$ cat src/hdl/mpp_pkg.sv
// Shared types, widths and helpers of the move profile planner.
package mpp_pkg;

  localparam int unsigned POS_W   = 31;
  localparam int unsigned DIST_W  = 32;
  localparam int unsigned MOVE_W  = 30;
  localparam int unsigned RAMP_W  = 24;
  localparam int unsigned RATE_W  = 24;
  localparam int unsigned FLOOR_W = 16;
  localparam int unsigned MAG_W   = 31;
  localparam int unsigned SUM_W   = RAMP_W + 1;
  localparam int unsigned DEN_W   = 32;
  localparam int unsigned NUM_W   = 42;
  localparam int unsigned PEAK_W  = 35;
  localparam int unsigned PROD_W  = 45;
  localparam int unsigned WIDE_W  = 36;

  localparam logic [MOVE_W-1:0] MIN_RUN     = MOVE_W'(100);
  localparam logic [10:0]       SPEED_SCALE = 11'd2000;
  localparam logic [9:0]        RATE_SCALE  = 10'd1000;

  localparam logic [1:0] REG_SPEED_LIMIT = 2'd0;
  localparam logic [1:0] REG_ACCEL_LIMIT = 2'd1;
  localparam logic [1:0] REG_DECEL_LIMIT = 2'd2;
  localparam logic [1:0] REG_RATE_FLOOR  = 2'd3;

  localparam logic [RATE_W-1:0]  LIMIT_RST = '1;
  localparam logic [FLOOR_W-1:0] FLOOR_RST = FLOOR_W'(200);

  typedef struct packed {
    logic                     valid;
    logic [NUM_W-1:0]         num;
    logic [DEN_W-1:0]         den;
    logic signed [DIST_W-1:0] delta;
    logic [RAMP_W-1:0]        acc_t;
    logic [RAMP_W-1:0]        dec_t;
  } front_t;

  typedef struct packed {
    logic signed [DIST_W-1:0] delta;
    logic [RAMP_W-1:0]        acc_t;
    logic [RAMP_W-1:0]        dec_t;
  } side1_t;

  typedef struct packed {
    logic signed [DIST_W-1:0] delta;
    logic [PEAK_W-1:0]        peak;
    logic                     sat_a;
    logic                     sat_d;
  } side2_t;

  typedef struct packed {
    logic signed [DIST_W-1:0] delta;
    logic [RATE_W-1:0]        peak;
    logic [RATE_W-1:0]        acc;
    logic [RATE_W-1:0]        dec;
  } result_t;

  function automatic logic [RATE_W-1:0] bound_rate(input logic [WIDE_W-1:0]  x,
                                                   input logic [RATE_W-1:0]  hi,
                                                   input logic [FLOOR_W-1:0] lo);
    logic [RATE_W-1:0] y;
    y = (x > WIDE_W'(hi)) ? hi : x[RATE_W-1:0];
    if (y < RATE_W'(lo)) y = RATE_W'(lo);
    return y;
  endfunction

endpackage

$ cat src/hdl/mpp_front.sv
// Front stages: distance, ramp fixups, run time, divisor and scaled numerator.
module mpp_front (
  input  logic                              clk,
  input  logic                              rst_n,
  input  logic                              en,
  input  logic                              in_valid,
  input  logic signed [mpp_pkg::POS_W-1:0]  in_target,
  input  logic signed [mpp_pkg::POS_W-1:0]  in_current,
  input  logic [mpp_pkg::MOVE_W-1:0]        in_move,
  input  logic [mpp_pkg::RAMP_W-1:0]        in_acc,
  input  logic [mpp_pkg::RAMP_W-1:0]        in_dec,
  output mpp_pkg::front_t                   out_front
);

  logic                               v0_r, v1_r, v2_r;
  logic signed [mpp_pkg::DIST_W-1:0]  dist0_r, dist1_r, dist2_r;
  logic [mpp_pkg::RAMP_W-1:0]         a0_r, a1_r, a2_r, d0_r, d1_r, d2_r;
  logic [mpp_pkg::SUM_W-1:0]          ramp0_r, ramp1_r;
  logic [mpp_pkg::MOVE_W-1:0]         move0_r, run1_r;
  logic [mpp_pkg::MAG_W-1:0]          mag1_r;
  logic [mpp_pkg::NUM_W-1:0]          num2_r;
  logic [mpp_pkg::DEN_W-1:0]          den2_r;

  logic [mpp_pkg::RAMP_W-1:0]         a0_nxt, d0_nxt;
  logic signed [mpp_pkg::DIST_W-1:0]  diff_nxt;
  logic signed [mpp_pkg::DIST_W-1:0]  absd_nxt;

  always_comb begin
    a0_nxt   = (in_acc == '0) ? mpp_pkg::RAMP_W'(1) : in_acc;
    d0_nxt   = (in_dec == '0) ? mpp_pkg::RAMP_W'(1) : in_dec;
    diff_nxt = $signed({2'b00, move0_r}) - $signed({7'd0, ramp0_r});
    absd_nxt = dist0_r[mpp_pkg::DIST_W-1] ? -dist0_r : dist0_r;
  end

  always_ff @(posedge clk) begin
    if (!rst_n) begin
      v0_r <= 1'b0;
      v1_r <= 1'b0;
      v2_r <= 1'b0;
    end else if (en) begin
      v0_r <= in_valid;
      v1_r <= v0_r;
      v2_r <= v1_r;
    end
  end

  always_ff @(posedge clk) begin
    if (en) begin
      dist0_r <= mpp_pkg::DIST_W'(in_target) - mpp_pkg::DIST_W'(in_current);
      a0_r    <= a0_nxt;
      d0_r    <= d0_nxt;
      ramp0_r <= mpp_pkg::SUM_W'(a0_nxt) + mpp_pkg::SUM_W'(d0_nxt);
      move0_r <= in_move;

      dist1_r <= dist0_r;
      a1_r    <= a0_r;
      d1_r    <= d0_r;
      ramp1_r <= ramp0_r;
      mag1_r  <= absd_nxt[mpp_pkg::MAG_W-1:0];
      run1_r  <= (diff_nxt < $signed(mpp_pkg::DIST_W'(mpp_pkg::MIN_RUN)))
                 ? mpp_pkg::MIN_RUN : diff_nxt[mpp_pkg::MOVE_W-1:0];

      dist2_r <= dist1_r;
      a2_r    <= a1_r;
      d2_r    <= d1_r;
      den2_r  <= mpp_pkg::DEN_W'({run1_r, 1'b0}) + mpp_pkg::DEN_W'(ramp1_r);
      num2_r  <= mpp_pkg::NUM_W'(mag1_r) * mpp_pkg::NUM_W'(mpp_pkg::SPEED_SCALE);
    end
  end

  always_comb begin
    out_front.valid = v2_r;
    out_front.num   = num2_r;
    out_front.den   = den2_r;
    out_front.delta = dist2_r;
    out_front.acc_t = a2_r;
    out_front.dec_t = d2_r;
  end

endmodule

$ cat config.mk
export PLATFORM = sky130hd
export DESIGN_NAME = mpp_front
export DESIGN_NICKNAME = d
export VERILOG_FILES = /design/src/hdl/mpp_pkg.sv /design/src/hdl/mpp_front.sv
export SDC_FILE = /design/constraint.sdc
export NUM_CORES = 1
export LEC_CHECK = 0
export CAP_MARGIN = 20
export CORE_UTILIZATION = 40
export DETAILED_ROUTE_END_ITERATION = 12
export DONT_BUFFER_PORTS = 1
export PLACE_DENSITY_LB_ADDON = 0.12
export RECOVER_POWER = 25
export SYNTH_ARGS = -nofsm -noshare
export SYNTH_HDL_FRONTEND = slang
export SYNTH_SLANG_ARGS = --single-unit
$ cat constraint.sdc
create_clock -name clk -period 6.3 [get_ports clk]
set_input_delay 0 -clock clk [delete_from_list [all_inputs] [get_ports clk]]
set_output_delay 0 -clock clk [all_outputs]
set_load 0.01 [all_outputs]
==> impl_metrics.tcl <==
set metrics [dict create \
    outcome "complete, but fails checks" \
    violations "negative hold slack" \
    dp_cells 2758 \
    switching_share_pct 39.4 \
    post-route-drc-count 0 \
    synth-simple-area-share_pct 7.65 \
    vias 15400 \
    syn2layout_area_growth_pct 17.4 \
    p_leak_nw 11.9 \
    worst_slew_pin_slew_ns 1.13 \
    cts_setup_buffers 0 \
    die_area_um2 64200 \
    ys.flop_type "edfxtp_1" \
    ff2ff_setup_slack_ns 0.52 \
    hp-start "en" \
    multiInputGateArea_um2 10500 \
    clockBufferDepth 3 \
    fillCellCount 5483 \
    synthMuxAreaShare_pct 0.243 \
    p_comb_share_pct 55.5 \
    die_x_um 253 \
    async_reset_ff_share_pct 0 \
    cp_common_cell "fa_1" \
    crit_type "flop to flop" \
    yosysUniqueCellTypes 65 \
    drtIter0Drc 641 \
    wl_met2_um 28000 \
    htreeDepth 2 \
    powerDensity_nw_per_um2 597 \
    layout-drive-gt1-share_pct 4.41 \
    relSlewSlack_pct 24.7 \
    holdPathStages 0 \
    antenna_found_initial 9 \
    synth.area.top_cells "edfxtp_1, fa_1, ha_1" \
    cp-end-kind "flop" \
    start_util_pct 40.7 \
    grt_util_all_layers_pct 17.6 \
    m1WireLength_um 23800 \
    cts_buffers 50 \
    period_needed_ns 5.78 \
    finalClockSkew_ns 0.0259 \
    peakVddDrop_v 0.000420 \
    grt_max_degree 453 \
    synth.top_cell.area_share_pct 53.3 \
    cts-root-buf "clkbuf_16" \
    max_freq_ghz 0.173 \
    hold_viol 109 \
    critPathArrivalTime_ns 6.12 \
    r2r_start "dist1_r[0]" \
    cp_max_fo 5 \
    port_buffers 0 \
    ff_latch_area_um2 13500 \
    tns_ns 0 \
    clock-sinks 452 \
    maxSlewViolCount 0 \
    synth_edf_count 449 \
    min_path_type "primary input to flop" \
    ys_seq_area_share_pct 53.6 \
    fin_area_um2 29700 \
    synthAdderAreaFrac_pct 18.6 \
    worst_r2r_endpoint "num2_r[40]" \
    synth_compound_area_share_pct 9.77 \
    path_cells "fa_1, fa_1, inv_1, fa_1, fa_1, inv_1, ha_1, o21ai_0, o21bai_1, o41ai_1, o21ai_0, buf_4, a211o_1, a41oi_1, a21oi_1, a211o_1, a21oi_1, xnor2_1" \
    maxCapViolations 0 \
    hpwl_um 42000 \
    fin_hold_ws_ns -0.481 \
    grt_pass1_wl_um 87100 \
    seq_power_share_pct 27.7 \
    grt_pass1_vias 15800 \
    path_clk_slew_ns 0.06 \
    clock_latency_ns 0.61 \
    core-area_um2 62100 \
    synth_area_um2 25300 \
    routedWlPerCell_um 18.6 \
    wl_met3_um 2610 \
    start_kind "flop" \
    r2r.worst_path.cells 18 \
    ys_ff_latch 452 \
    gr-total-overflow 0 \
    netSwitchingPower_mw 6.99 \
    p_clk_share_pct 16.8 \
    critPathRequiredTime_ns 6.64 \
    synth_xor_area_share_pct 5.34 \
    avgSynthCellArea_um2 12.8 \
    setup_viol 0 \
    finalNonFillerCells 3039 \
    row_count 91 \
    tritoncts "done" \
    postPlaceCellArea_um2 26100 \
    post_cts_resized 0 \
    yosys.area.top_type "edfxtp_1" \
    ant_nets 0 \
    intPower_mw 10.7 \
    fin_crit_sh_pct 91.7 \
    vias_per_cell 5.06 \
    top_layer "met5" \
    drtPass1Iterations 5 \
    slowest_delay_ns 0.68 \
    ctsHoldBuffers 185 \
    die_h_um 253 \
    synth_top_family_by_area "adder cells" \
    min_to "move0_r[27]" \
    rsz0062_at_grt "no" \
    gp_congestion 0.882 \
    yosys_warnings 0 \
    drt-total-wl_um 56500 \
    io_pins 299 \
    synth_cells 1982 \
    fin_nets 2609 \
    crit_slowest_cell "o41ai_1" \
]
## layout make-up
type / count / share of cell area, %
timing repair buffer: 189 / 6.41
clock buffer: 60 / 4.34
multi-input combinational: 1218 / 35.5
clock inverter: 34 / 1.38
sequential: 452 / 45.6
inverter: 248 / 3.14
tap: 837 / 3.53
antenna: 1 / 0.00843
## state kept, by name, summed over array words and instances, names as in the netlist
signal   cells
v2_r         1
a2_r        24
d2_r        24
move0_r     30
v1_r         1
d1_r        24
dist0_r     32
dist1_r     32
num2_r      37
den2_r      32
ramp1_r     25
dist2_r     32
run1_r      30
ramp0_r     25
d0_r        24
v0_r         1
a1_r        24
a0_r        24
mag1_r      30
## cells by family (layout without fill, tap and decap cells)
logic type | Yosys count | in the layout
AND/OR/NAND/NOR | 374 | 374
AO/OA/AOI/OAI | 374 | 374
buffers and inverters | 315 | 531
flip-flops | 452 | 452
adder cells (fa/ha/maj) | 306 | 306
XOR/XNOR | 154 | 154
multiplexers | 6 | 6
other | 1 | 5
## cells in the final DEF, fill, tap and decap left out, types with 20 or more instances in the layout
master         count
ha_1             188
o21bai_1          21
inv_1            248
nor2b_1           29
a31oi_1           20
nor3_1            26
clkbuf_16         50
and3_1            20
nor2_1           102
nor4_1            21
edfxtp_1         449
a21o_1            51
xor2_1            31
a21oi_1          103
o21ai_0           62
o21a_1            21
nand3_1           24
dlygate4sd3_1    185
nand2_1           68
xnor2_1          123
fa_1             118
## cells in the mapped netlist (4+ instances only)
library cell    n
nor2b_1        29
o21ai_0        62
or4_1           4
inv_1         248
clkbuf_1       61
nand4_1        11
a21boi_0        6
nand3_1        24
o41ai_1         9
nor4_1         21
a21o_1         51
and2_1          9
xor2_1         31
a211o_1         6
or2_2           7
o31ai_1        17
and3_1         20
a31oi_1        20
a2111oi_0       6
mux2i_1         5
nor3_1         27
a31o_2          4
nand2_1        68
and4_1          7
nor2_1        102
o211ai_1        4
a211oi_1        8
xnor2_1       123
or3_1          15
a21oi_1       103
buf_4           6
o21a_1         21
fa_1          118
o21bai_1       21
edfxtp_1      449
nand2b_1       17
a41o_1          4
ha_1          188
## metal layers
layer | vias up | global-route usage, %
met3 | 120 | 3.55
met2 | 347 | 30.6
li1 | 7440 | -
met5 | - | 0
met1 | 7440 | 21.4
met4 | 16 | 6.51
## through the flow
step | util (%) | setup slack, ns | total power, mW
2_1_floorplan | - | 1.09 | 12.6
3_3_place_gp | 42.0 | 0.508 | 14.5
3_5_place_dp | 42.0 | 0.502 | 14.6
4_1_cts | 47.8 | 0.486 | 17.9
5_1_grt | 47.8 | 0.142 | 19.4
6_report | 47.8 | 0.524 | 17.7
## worst max-delay path by stage
stage	depth (start not counted)	slack, ns	end	from
detailed placement	18	0.50	num2_r[40]	dist1_r[0]
floorplan	17	1.09	num2_r[40]	dist1_r[0]
global route	18	0.14	num2_r[40]	dist1_r[0]
global placement	18	0.51	num2_r[40]	dist1_r[0]
CTS	18	0.49	num2_r[40]	dist1_r[0]
finish	18	0.52	num2_r[40]	dist1_r[0]
## power groups by stage
stage	Sequential [mW]	Combinational (mW)	Clock, mW
5_1_grt	4.98	11.2	3.17
3_5_place_dp	5.00	9.64	0
3_3_place_gp	4.99	9.52	0
6_report	4.92	9.83	2.98
4_1_cts	4.94	9.88	3.08
2_1_floorplan	4.85	7.78	0
## critical path: cells and delay by family, from the launching register on
kind,cells,cell delay (ns)
fa+ha+maj,5,2.41
xor+xnor,1,0.07
buf+inv,3,0.29
flops,1,0.47
compound gates,9,2.28
Note: power is estimated with default switching activity, not from simulation.
